<file path="src/hw/rtl/gww_pkg.sv">
// ----------------------------------------------------------------------------
// gww_pkg: shared types and constants for the greedy word wrap block
// Payload structs, character codes, result kinds and the width lookup.
// ----------------------------------------------------------------------------
`default_nettype none

package gww_pkg;

   // Field widths fixed by the interface
   localparam int unsigned CP_BITS       = 21;
   localparam int unsigned KIND_BITS     = 2;
   localparam int unsigned OFF_PORT_BITS = 16;
   localparam int unsigned WRAP_BITS     = 10;

   // Defaults for the top-level parameters
   localparam int unsigned DEF_MAX_WRAP_WIDTH = 1023;
   localparam int unsigned DEF_OFFSET_BITS    = 16;

   // Wrap column after reset
   localparam int unsigned WRAP_RESET = 80;

   // Most results one character can cause
   localparam int unsigned MAX_RESULTS = 2;

   // Character codes
   localparam logic [CP_BITS-1:0] CH_TAB      = 21'h00009;
   localparam logic [CP_BITS-1:0] CH_NL       = 21'h0000A;
   localparam logic [CP_BITS-1:0] CH_CR       = 21'h0000D;
   localparam logic [CP_BITS-1:0] CH_SPACE    = 21'h00020;
   localparam logic [CP_BITS-1:0] CH_COMB_LO  = 21'h00300;
   localparam logic [CP_BITS-1:0] CH_COMB_HI  = 21'h0036F;
   localparam logic [CP_BITS-1:0] CH_ZWSP     = 21'h0200B;
   localparam logic [CP_BITS-1:0] CH_BOM      = 21'h0FEFF;

   // Result kinds
   localparam logic [KIND_BITS-1:0] KIND_APPEND  = 2'd0;
   localparam logic [KIND_BITS-1:0] KIND_NEWLINE = 2'd1;
   localparam logic [KIND_BITS-1:0] KIND_REPLACE = 2'd2;

   typedef struct packed {
      logic [CP_BITS-1:0] code_point;
      logic               first_of_text;
   } req_type;

   typedef struct packed {
      logic [CP_BITS-1:0]       out_char;
      logic [KIND_BITS-1:0]     kind;
      logic [OFF_PORT_BITS-1:0] back_offset;
      logic                     last;
   } rsp_type;

   // Results of one character handed from the core to the output buffer
   typedef struct packed {
      logic [1:0] count;
      rsp_type    first;
      rsp_type    second;
   } push_type;

   // Display width of one character: 0 or 1
   function automatic logic char_width(input logic [CP_BITS-1:0] c);
      logic w;
      w = 1'b1;
      if (c == CH_TAB) begin
         w = 1'b1;
      end else if (c < CH_SPACE) begin
         w = 1'b0;
      end else if (c >= CH_COMB_LO && c <= CH_COMB_HI) begin
         w = 1'b0;
      end else if (c == CH_ZWSP || c == CH_BOM) begin
         w = 1'b0;
      end
      return w;
   endfunction

endpackage

`default_nettype wire

</file>
<file path="src/hw/rtl/gww_core.sv">
// ----------------------------------------------------------------------------
// gww_core: line state and wrap decision
// Holds the running line state and computes, for the registered character,
// the results it causes and the next line state in one pass.
// ----------------------------------------------------------------------------
`default_nettype none

module gww_core #(
   parameter int unsigned MAX_WRAP_WIDTH = gww_pkg::DEF_MAX_WRAP_WIDTH,
   parameter int unsigned OFFSET_BITS    = gww_pkg::DEF_OFFSET_BITS
) (
   input  wire logic                                 clock,
   input  wire logic                                 reset,
   input  wire logic                                 fire,
   input  wire gww_pkg::req_type                     item,
   input  wire logic [$clog2(MAX_WRAP_WIDTH+2)-1:0]  lim,
   output gww_pkg::push_type                         push
);

   localparam int unsigned COL_BITS = $clog2(MAX_WRAP_WIDTH + 2);
   localparam int unsigned CNT_BITS = (OFFSET_BITS < 16) ? OFFSET_BITS : 16;
   localparam logic [CNT_BITS-1:0] CNT_LIMIT = '1;

   logic [COL_BITS-1:0] col_ff, col_in, col_e;
   logic [COL_BITS-1:0] was_ff, was_in, was_e;
   logic [CNT_BITS-1:0] cas_ff, cas_in, cas_e;
   logic                held_ff, held_in, held_e;
   logic                has_ff, has_in, has_e;

   logic                                is_sp;
   logic                                cw;
   logic [gww_pkg::CP_BITS-1:0]         ch;

   assign ch = item.code_point;

   // Next line state and results for the current character
   always_comb begin
      // a new text starts from a clean line
      col_e  = item.first_of_text ? '0 : col_ff;
      was_e  = item.first_of_text ? '0 : was_ff;
      cas_e  = item.first_of_text ? '0 : cas_ff;
      held_e = item.first_of_text ? 1'b0 : held_ff;
      has_e  = item.first_of_text ? 1'b0 : has_ff;

      col_in  = col_e;
      was_in  = was_e;
      cas_in  = cas_e;
      held_in = held_e;
      has_in  = has_e;

      is_sp = (ch == gww_pkg::CH_SPACE) || (ch == gww_pkg::CH_TAB);
      cw    = gww_pkg::char_width(ch);

      push.count               = 2'd0;
      push.first.out_char      = ch;
      push.first.kind          = gww_pkg::KIND_APPEND;
      push.first.back_offset   = '0;
      push.first.last          = 1'b1;
      push.second.out_char     = gww_pkg::CH_NL;
      push.second.kind         = gww_pkg::KIND_NEWLINE;
      push.second.back_offset  = '0;
      push.second.last         = 1'b1;

      if (ch == gww_pkg::CH_CR) begin
         // drop carriage returns
         push.count = 2'd0;
      end else if (ch == gww_pkg::CH_NL) begin
         // pass newline through and start a fresh line
         push.count = 2'd1;
         col_in  = '0;
         was_in  = '0;
         cas_in  = '0;
         held_in = 1'b0;
         has_in  = 1'b0;
      end else begin
         push.count = 2'd1;

         // track the latest eligible break space
         if (is_sp) begin
            held_in = has_e;
            cas_in  = '0;
            was_in  = '0;
         end else if (held_e) begin
            if (cas_e == CNT_LIMIT) begin
               held_in = 1'b0;
            end else begin
               cas_in = cas_e + CNT_BITS'(1);
               was_in = was_e + COL_BITS'(cw);
            end
         end
         has_in = 1'b1;
         col_in = col_e + COL_BITS'(cw);

         // break the line once it runs past the column
         if (col_in > lim) begin
            push.count       = 2'd2;
            push.first.last  = 1'b0;
            if (held_in) begin
               push.second.kind        = gww_pkg::KIND_REPLACE;
               push.second.back_offset = gww_pkg::OFF_PORT_BITS'(cas_in);
               col_in = was_in;
               has_in = (cas_in != '0);
            end else begin
               col_in = '0;
               has_in = 1'b0;
            end
            held_in = 1'b0;
            cas_in  = '0;
            was_in  = '0;
         end
      end
   end

   // Commit line state when the character moves on
   always_ff @(posedge clock) begin
      if (reset) begin
         col_ff  <= '0;
         was_ff  <= '0;
         cas_ff  <= '0;
         held_ff <= 1'b0;
         has_ff  <= 1'b0;
      end else if (fire) begin
         col_ff  <= col_in;
         was_ff  <= was_in;
         cas_ff  <= cas_in;
         held_ff <= held_in;
         has_ff  <= has_in;
      end
   end

endmodule

`default_nettype wire

</file>
<file path="src/hw/rtl/gww_out_buf.sv">
// ----------------------------------------------------------------------------
// gww_out_buf: two-entry result buffer
// Takes up to two results from the core in one cycle and presents them one
// transfer at a time on the result channel.
// ----------------------------------------------------------------------------
`default_nettype none

module gww_out_buf (
   input  wire logic              clock,
   input  wire logic              reset,
   input  wire logic              fire,
   input  wire gww_pkg::push_type push,
   output logic [1:0]             free,
   output logic                   rsp_valid,
   input  wire logic              rsp_stall,
   output gww_pkg::rsp_type       rsp_item
);

   localparam logic [1:0] DEPTH = 2'(gww_pkg::MAX_RESULTS);

   logic [1:0]       count_ff, count_in;
   gww_pkg::rsp_type slot0_ff, slot0_in;
   gww_pkg::rsp_type slot1_ff, slot1_in;

   logic       pop;
   logic [1:0] rem;
   logic [1:0] add;

   assign rsp_valid = (count_ff != 2'd0);
   assign rsp_item  = slot0_ff;
   assign pop       = rsp_valid && !rsp_stall;
   assign rem       = count_ff - {1'b0, pop};
   assign free      = DEPTH - rem;
   assign add       = fire ? push.count : 2'd0;
   assign count_in  = rem + add;

   // Shift out the head, then append new results behind what remains
   always_comb begin
      unique case (rem)
         2'd0: begin
            slot0_in = push.first;
            slot1_in = push.second;
         end
         2'd1: begin
            slot0_in = pop ? slot1_ff : slot0_ff;
            slot1_in = push.first;
         end
         default: begin
            slot0_in = slot0_ff;
            slot1_in = slot1_ff;
         end
      endcase
   end

   // Hold count under reset; payload needs none
   always_ff @(posedge clock) begin
      if (reset) begin
         count_ff <= 2'd0;
      end else begin
         count_ff <= count_in;
      end
   end

   always_ff @(posedge clock) begin
      slot0_ff <= slot0_in;
      slot1_ff <= slot1_in;
   end

endmodule

`default_nettype wire

</file>
<file path="src/hw/rtl/greedy_word_wrap.sv">
// ----------------------------------------------------------------------------
// greedy_word_wrap: greedy line wrapping over a code point stream
// Registers each character, decides append / break in one pass and queues
// the results for the output channel. One control register sets the column.
// ----------------------------------------------------------------------------
//
//   channel  ports                          flow control   payload
//   req      req_valid/req_stall/req_item   valid, stall   code_point, first_of_text
//   rsp      rsp_valid/rsp_stall/rsp_item   valid, stall   out_char, kind, back_offset, last
//   csr      csr_valid/csr_ready/csr_data   valid, ready   wrap_width
//
// A character enters the input register, is processed there by the core and
// its results are queued in the output buffer, from which they are offered.
// One transfer per cycle when each character causes one result and the
// result channel does not stall; a line break adds a second result.
// Reset clears line state, sets the column to 80 and empties both stages.
// A stalled result channel backs up through the buffer into req_stall.
// ----------------------------------------------------------------------------
`default_nettype none

module greedy_word_wrap #(
   parameter int unsigned MAX_WRAP_WIDTH = gww_pkg::DEF_MAX_WRAP_WIDTH,
   parameter int unsigned OFFSET_BITS    = gww_pkg::DEF_OFFSET_BITS
) (
   input  wire logic                            clock,
   input  wire logic                            reset,
   input  wire logic                            req_valid,
   output logic                                 req_stall,
   input  wire gww_pkg::req_type                req_item,
   output logic                                 rsp_valid,
   input  wire logic                            rsp_stall,
   output gww_pkg::rsp_type                     rsp_item,
   input  wire logic                            csr_valid,
   output logic                                 csr_ready,
   input  wire logic [gww_pkg::WRAP_BITS-1:0]   csr_data
);

   localparam int unsigned COL_BITS  = $clog2(MAX_WRAP_WIDTH + 2);
   localparam int unsigned CMP_BITS  = (COL_BITS > gww_pkg::WRAP_BITS) ?
                                       COL_BITS : gww_pkg::WRAP_BITS;
   localparam logic [COL_BITS-1:0] LIM_RESET =
      COL_BITS'((gww_pkg::WRAP_RESET > MAX_WRAP_WIDTH) ?
                MAX_WRAP_WIDTH : gww_pkg::WRAP_RESET);
   localparam logic [CMP_BITS-1:0] MAX_CMP = CMP_BITS'(MAX_WRAP_WIDTH);

   logic                in_valid_ff, in_valid_in;
   gww_pkg::req_type    in_item_ff;
   logic [COL_BITS-1:0] lim_ff, lim_in;
   logic [CMP_BITS-1:0] wrap_ext;
   gww_pkg::push_type   push;
   logic [1:0]          free;
   logic                fire;
   logic                req_take;

   // Clamp the written column into 1 .. MAX_WRAP_WIDTH
   assign csr_ready = 1'b1;
   assign wrap_ext  = CMP_BITS'(csr_data);

   always_comb begin
      priority if (wrap_ext == '0) begin
         lim_in = COL_BITS'(1);
      end else if (wrap_ext > MAX_CMP) begin
         lim_in = COL_BITS'(MAX_CMP);
      end else begin
         lim_in = COL_BITS'(wrap_ext);
      end
   end

   always_ff @(posedge clock) begin
      if (reset) begin
         lim_ff <= LIM_RESET;
      end else if (csr_valid && csr_ready) begin
         lim_ff <= lim_in;
      end
   end

   // Advance the held character when its results fit in the buffer
   assign fire        = in_valid_ff && (push.count <= free);
   assign req_stall   = in_valid_ff && !fire;
   assign req_take    = req_valid && !req_stall;
   assign in_valid_in = req_take || (in_valid_ff && !fire);

   always_ff @(posedge clock) begin
      if (reset) begin
         in_valid_ff <= 1'b0;
      end else begin
         in_valid_ff <= in_valid_in;
      end
   end

   always_ff @(posedge clock) begin
      if (req_take) begin
         in_item_ff <= req_item;
      end
   end

   gww_core #(
      .MAX_WRAP_WIDTH (MAX_WRAP_WIDTH),
      .OFFSET_BITS    (OFFSET_BITS)
   ) u_core (
      .clock (clock),
      .reset (reset),
      .fire  (fire),
      .item  (in_item_ff),
      .lim   (lim_ff),
      .push  (push)
   );

   gww_out_buf u_out_buf (
      .clock     (clock),
      .reset     (reset),
      .fire      (fire),
      .push      (push),
      .free      (free),
      .rsp_valid (rsp_valid),
      .rsp_stall (rsp_stall),
      .rsp_item  (rsp_item)
   );

endmodule

`default_nettype wire

</file>
<file path="config.mk">
export PLATFORM = sky130hd
export DESIGN_NAME = greedy_word_wrap
export DESIGN_NICKNAME = d
export VERILOG_FILES = /design/src/hw/rtl/gww_pkg.sv /design/src/hw/rtl/gww_core.sv /design/src/hw/rtl/gww_out_buf.sv /design/src/hw/rtl/greedy_word_wrap.sv
export SDC_FILE = /design/constraint.sdc
export NUM_CORES = 1
export LEC_CHECK = 0
export ABC_AREA = 1
export BUFFER_PORTS_ARGS = -buffer_cell sky130_fd_sc_hd__buf_2
export CAP_MARGIN = 15
export CORE_AREA = 5 5 146 148
export DETAILED_ROUTE_END_ITERATION = 10
export DIE_AREA = 0 0 151 153
export PLACE_DENSITY_LB_ADDON = 0.1
export SYNTH_ARGS = -nofsm -noshare
export SYNTH_HDL_FRONTEND = slang
export SYNTH_HIERARCHICAL = 1
export SYNTH_SLANG_ARGS = --single-unit
</file>
<file path="constraint.sdc">
create_clock -name clock -period 5.5 [get_ports clock]
set_input_delay 0.55 -clock clock [delete_from_list [all_inputs] [get_ports clock]]
set_output_delay 0.55 -clock clock [all_outputs]
set_load 0.01 [all_outputs]
</file>
==> flow_metrics.tcl, run 1 <==
set metrics [dict create \
    status "finished, final reports clean" \
    holdPathStages 1 \
    h-tree-depth 4 \
    reg2reg_slack_ns 0.41 \
    vdd_drop_max_uv 303 \
    worstHoldStart "req_item[17]" \
    cts_buffers 17 \
    place_area_sq_um 9820 \
    synth_ff_type "edfxtp_1" \
    ctsHoldBuffers 0 \
    worst-path-max-fanout 6 \
    drt_iter0_markers 491 \
    num_rows 52 \
    antenna_found_initial 0 \
    area_delta_synth_final_pct 9.03 \
    ios 80 \
    synth-edff-count 102 \
    track_usage 0.204 \
    grt_pass1_wl_um 37600 \
    power_mw 5.27 \
    multi_input_area_sq_um 4340 \
    min_delay_worst_endpoint "in_item_ff[17]$_DFFE_PP_" \
    setup_viol 0 \
    postRouteAntennaNets 0 \
    final_cell_mix "nand2_1 (229), inv_1 (142), nor2_1 (129)" \
    p_leak_nw 4.60 \
    cts_tree "yes" \
    hpwlAfterDp_um 15900 \
    synth_cells 1200 \
    criticalPathCategory "register to output pin" \
    clockRootBuffer "clkbuf_16" \
    syn-cell-area_sq_um 9660 \
    drc 0 \
    cp-start-kind "register" \
    rr_startpoint "in_item_ff[12]$_DFFE_PP_" \
    dp.cells 1488 \
    place_congestion 0.915 \
    r2r-end "u_core/has_ff$_SDFFE_PP0P_" \
    wl_um 23100 \
    wl_per_cell_um 15.1 \
    crit_slowest_cell "edfxtp_1" \
    fmax_mhz 193 \
    ff_latch_area_sq_um 4120 \
    clk_path_buf_depth 2 \
    drive_gt1_frac 0.202 \
    cts_sinks 155 \
    overflow 0 \
    slowest_delay_ns 0.44 \
    skew_ns 0.0109 \
    die_area_sq_um 23100 \
    min_period_ns 5.19 \
    fin_setup_tns_ns 0 \
    cap_viol_max_count 0 \
    synthArstFlopShare 0 \
    whs_ns 0.294 \
    syn-mean-instance-area_sq_um 8.05 \
    fin_nets 1305 \
    via_count 7780 \
    die_y_um 153 \
    required_ns 4.95 \
    clk_latency_ns 0.43 \
    initial_core_util 0.485 \
    synth_warnings 6 \
    hold_violations 0 \
    ys_seq_area_frac 0.427 \
    mostFrequentLayoutCell "nand2_1" \
    finalMaxSlewViolations 0 \
    synth_cell_type_count 51 \
    min_period_over_period 0.944 \
    clkTransAtPathRegs_ns 0.07 \
    fin_cells 1529 \
    tightestPinTransition_ns 1.06 \
    synth.ff_latch_count 155 \
    nFillCells 1976 \
    core_area_sq_um 19900 \
    portBuffers 78 \
    powerDensity_nw_per_um2 500 \
    grt_pass1_vias 7426 \
    drt-pass1-iter-count 5 \
    relSlewSlack 0.290 \
    design_area_sq_um 10500 \
    diodes 0 \
    post_drt_via_cell_ratio 5.09 \
    die_x_um 151 \
    grt_max_degree 79 \
    min_path_type "input pin to register" \
    crit_arrival_ns 4.64 \
    endpoint_kind "output pin" \
    ff2ff_path_depth 30 \
]
==> metal layers <==
layer,track usage,vias up,routed length (um)
met3,0.0382,23,1160
met5,0,-,0
met4,0.0544,0,291
met2,0.354,199,11500
met1,0.260,3596,10100
li1,-,3962,-
==> area by class of cell <==
class / instances / share of cell area
Multi-Input combinational cell: 814 / 0.412
Sequential cell: 155 / 0.392
Inverter: 160 / 0.0575
Timing Repair Buffer: 98 / 0.0513
Clock buffer: 18 / 0.0407
Tap cell: 270 / 0.0321
Clock inverter: 14 / 0.0151
==> flip-flops by register name, summed over array words and instances, names as in the netlist <==
| signal | flops |
|---|---|
| u_core/was_ff | 11 |
| u_core/has_ff | 1 |
| lim_ff | 10 |
| u_core/held_ff | 1 |
| u_core/col_ff | 11 |
| u_out_buf/count_ff | 2 |
| u_core/cas_ff | 16 |
| in_valid_ff | 1 |
| u_out_buf/slot1_ff | 40 |
| in_item_ff | 22 |
| u_out_buf/rsp_item | 40 |
==> through the flow <==
stage	util	setup slack (ns)
after floorplan	-	0.733
after global placement	0.493	0.369
after detailed placement	0.493	0.337
after CTS	0.524	0.0319
after global routing	0.529	-0.0685
final	0.529	0.308
==> worst max path at each step <==
stage / to / slack [ns] / start / cells after the start
floorplan: u_core/was_ff[2]$_SDFFE_PP0P_ / 0.73 / in_item_ff[7]$_DFFE_PP_ / 30
global placement: u_core/was_ff[6]$_SDFFE_PP0P_ / 0.37 / in_item_ff[8]$_DFFE_PP_ / 28
detailed placement: u_core/was_ff[6]$_SDFFE_PP0P_ / 0.34 / in_item_ff[8]$_DFFE_PP_ / 28
CTS: req_stall / 0.03 / in_item_ff[16]$_DFFE_PP_ / 28
global route: req_stall / -0.07 / in_item_ff[12]$_DFFE_PP_ / 29
finish: req_stall / 0.31 / in_item_ff[12]$_DFFE_PP_ / 28
==> critical path: cells and delay by family, from the launching register on <==
kind / cells / cell delay, ns
AND/OR/NAND/NOR: 15 / 1.87
flip-flops: 1 / 0.44
adder cells (fa/ha/maj): 4 / 1.02
XOR/XNOR: 1 / 0.21
AO/OA/AOI/OAI: 2 / 0.25
buffers and inverters: 6 / 0.45
==> cell usage after synthesis (all sizes together) (7+ instances only) <==
library cell	instances	share of area
xor2	7	0.0063
o221a	12	0.014
dfxtp	53	0.11
a211oi	8	0.0067
o21ai	153	0.096
a21oi	47	0.025
inv	159	0.062
buf	93	0.077
nand2	243	0.099
nor2	148	0.064
nand3	82	0.049
ha	22	0.028
edfxtp	102	0.32
clkbuf	16	0.0062
nand4	20	0.014
==> power by group <==
group          switching, mW  total, mW  internal (mW)
combinational           1.38       2.01          0.633
sequential             0.170       2.07           1.90
clock                  0.504       1.18          0.680
total                   2.05       5.27           3.22
==> repair_timing <==
item / 4_1_cts / 5_1_grt
gates resized for setup: 1 / 17
buffers inserted: 1 / 8
pin swaps: 1 / 6
endpoints found under the setup margin: 1 / 64
==> kinds of logic (layout without fill, tap and decap cells) <==
| group | Yosys count | in the layout | share of synthesized area |
|---|---|---|---|
| AND/OR/NAND/NOR | 504 | 504 | 0.233 |
| adder cells (fa/ha/maj) | 22 | 22 | 0.0285 |
| buffers and inverters | 269 | 290 | 0.146 |
| XOR/XNOR | 11 | 11 | 0.00997 |
| AO/OA/AOI/OAI | 235 | 235 | 0.154 |
| other | 4 | 42 | 0.00155 |
| flip-flops | 155 | 155 | 0.427 |
Power figures use the tool's default switching activity.
==> inputs of run 2 (changes only) <==
Settings changed: ABC_AREA 1 to not set, CORE_AREA 5 5 146 148 to 5 5 139 141, DIE_AREA 0 0 151 153 to 0 0 144 146.
==> run 2 against run 1 <==
Against the previous run: the flow now finishes with violations (setup timing); combinational power fell by 17%; clock skew fell by 0.0016 ns; non-clock buffer count rose by 56; design area shrank 1.6%.
==> flow_metrics.tcl, run 2 <==
set metrics [dict create \
    status "complete, but fails checks" \
    violations "setup timing" \
    synth.area.top_cells "edfxtp_1 (35%), dfxtp_1 (12%), mux2_2 (9.4%)" \
    finalMaxSlewViolations 0 \
    drive_gt1_frac 0.328 \
    drc 0 \
    p_seq_frac 0.400 \
    ios 80 \
    fin_nets 991 \
    grt_pass1_vias 6503 \
    place_ws_ns -0.248 \
    portBuffers 78 \
    mostFrequentLayoutCell "edfxtp_1" \
    diodes 0 \
    min_period_over_period 1.01 \
    yosysTopAreaCellShare 0.350 \
    final_util 0.581 \
    cts_sinks 155 \
    required_ns 4.95 \
    hpwlAfterDp_um 14000 \
    endpoint_kind "output pin" \
    power_mw 4.84 \
    fmax_mhz 180 \
    rsz0062_at_grt "yes" \
    clk_path_buf_depth 2 \
    tightestPinTransition_ns 0.982 \
    wl_per_cell_um 17.6 \
    num_rows 49 \
    dp.cells 1119 \
    wl_um 20600 \
    crit_arrival_ns 5.01 \
    drt-pass1-iter-count 7 \
    syn-cell-area_sq_um 8750 \
    drt_iter0_markers 472 \
    final_cell_mix "edfxtp_1 (102), buf_2 (78), mux2_2 (72)" \
    cts_buffers 17 \
    min_path_type "input pin to register" \
    area_delta_synth_final_pct 18.6 \
    ys_top_cells_by_count "edfxtp_1 (102), mux2_2 (73), nor2_1 (73), buf_4 (62), dfxtp_1 (53)" \
    core_area_sq_um 17800 \
    sw_frac_of_total 0.316 \
    clockRootBuffer "clkbuf_16" \
    switchingPower_mw 1.53 \
    yosysMostFrequentCell "edfxtp_1" \
    overflow 0 \
    synth.ff_latch_count 155 \
    grt_pass1_wl_um 32700 \
    place_area_sq_um 9340 \
    cts_tree "yes" \
    synthArstFlopShare 0 \
    clk_latency_ns 0.43 \
    design_area_sq_um 10400 \
    synth_cells 821 \
    min_period_ns 5.56 \
    initial_core_util 0.490 \
    post_drt_via_cell_ratio 5.55 \
    vdd_drop_max_uv 274 \
    postRouteAntennaNets 0 \
    syn-mean-instance-area_sq_um 10.7 \
    hold_violations 0 \
    synth_warnings 6 \
    place_congestion 0.865 \
    skew_ns 0.00927 \
    die_x_um 144 \
    p_comb_frac 0.343 \
    worst-path-max-fanout 5 \
    internal_power_mw 3.31 \
    grt_max_degree 67 \
    via_count 6512 \
    track_usage 0.196 \
    clkTransAtPathRegs_ns 0.06 \
    antenna_found_initial 0 \
    yosysTopAreaCell "edfxtp_1" \
    cp-start-kind "register" \
    p_leak_nw 4.09 \
    h-tree-depth 4 \
    cap_viol_max_count 0 \
    p_clk_frac 0.257 \
    synth-edff-count 102 \
    criticalPathCategory "register to output pin" \
    setup_viol 3 \
    powerDensity_nw_per_um2 467 \
    reg2reg_slack_ns -0.03 \
    synth_ff_type "edfxtp_1" \
    ys_seq_area_frac 0.472 \
    fin_cells 1173 \
    relSlewSlack 0.345 \
    synth_cell_type_count 71 \
    die_y_um 146 \
    die_area_sq_um 21000 \
    finalWorstSetupSlack_ns -0.0614 \
    nFillCells 1512 \
]
[run 2: stage by stage]
step,hold WS [ns],setup TNS (ns)
2_1_floorplan,0.445,0
3_3_place_gp,0.460,0
3_5_place_dp,0.467,-7.36
4_1_cts,0.274,-0.0310
5_1_grt,0.275,-7.99
6_report,0.292,-0.0962
[run 2: layout make-up]
class / count / area (sq um) / share of cell area
Timing Repair Buffer: 154 / 1010 / 0.0975
Clock buffer: 18 / 429 / 0.0414
Multi-Input combinational cell: 580 / 4240 / 0.409
Clock inverter: 13 / 191 / 0.0185
Sequential cell: 155 / 4120 / 0.398
Tap cell: 229 / 287 / 0.0276
Inverter: 24 / 90.1 / 0.00869
[run 2: path summary, 6_finish.rpt]
path | from | endpoint | depth (start not counted)
min reg2reg | lim_ff[8]$_SDFFE_PP0P_ | lim_ff[8]$_SDFFE_PP0P_ | 2
min | req_item[3] | in_item_ff[3]$_DFFE_PP_ | 1
max | in_item_ff[11]$_DFFE_PP_ | req_stall | 25
max reg2reg | in_item_ff[11]$_DFFE_PP_ | u_out_buf/rsp_item[0]$_DFFE_PP_ | 30
[run 2: layer usage]
layer | wire length (um) | vias up | part of all wire | GRT usage
met1 | 9190 | 3126 | 0.45 | 0.258
met4 | 437 | 0 | 0.021 | 0.0725
met2 | 9820 | 215 | 0.48 | 0.315
met3 | 1160 | 35 | 0.056 | 0.0421
met5 | 0 | - | 0 | 0
li1 | - | 3136 | - | -
[run 2: power groups by stage]
stage	Sequential (mW)	Clock [mW]	Combinational [mW]
2_1_floorplan	2.02	0	0.976
3_3_place_gp	1.94	0	1.51
3_5_place_dp	1.96	0	1.56
4_1_cts	1.94	1.27	1.62
5_1_grt	1.97	1.32	1.80
6_report	1.93	1.24	1.66
[run 2: logic make-up (layout without fill, tap and decap cells)]
| kind of cell | count (synthesis) | count (layout) | synth area share |
|---|---|---|---|
| buffers and inverters | 124 | 209 | 0.0848 |
| XOR/XNOR | 21 | 21 | 0.0210 |
| other | 4 | 42 | 0.00172 |
| multiplexers | 98 | 98 | 0.128 |
| flip-flops | 155 | 155 | 0.472 |
| AND/OR/NAND/NOR | 260 | 260 | 0.155 |
| adder cells (fa/ha/maj) | 22 | 22 | 0.0315 |
| AO/OA/AOI/OAI | 137 | 137 | 0.107 |
[run 2: critical path, cell delays in order (launching register included)]
cell	delay, ns
edfxtp_1	0.50
nor4_2	0.37
and4_4	0.28
and3_4	0.17
nand2b_1	0.05
nand4b_1	0.20
ha_4	0.23
ha_4	0.15
nand2_2	0.07
or3_4	0.38
a21oi_4	0.17
ha_1	0.26
nand2_1	0.09
nor2_2	0.04
o311a_1	0.14
buf_4	0.15
o31ai_4	0.19
a31oi_1	0.07
o22ai_1	0.18
inv_1	0.07
ha_1	0.29
nand2_1	0.07
buf_4	0.13
o211ai_1	0.12
inv_1	0.06
buf_2	0.14
[run 2: repair_timing]
action	CTS	global route
resized for setup	21	25
pin swaps	19	10
buffers inserted	18	6
hold buffers	0	0
cloned	0	1
setup endpoints to repair	41	66
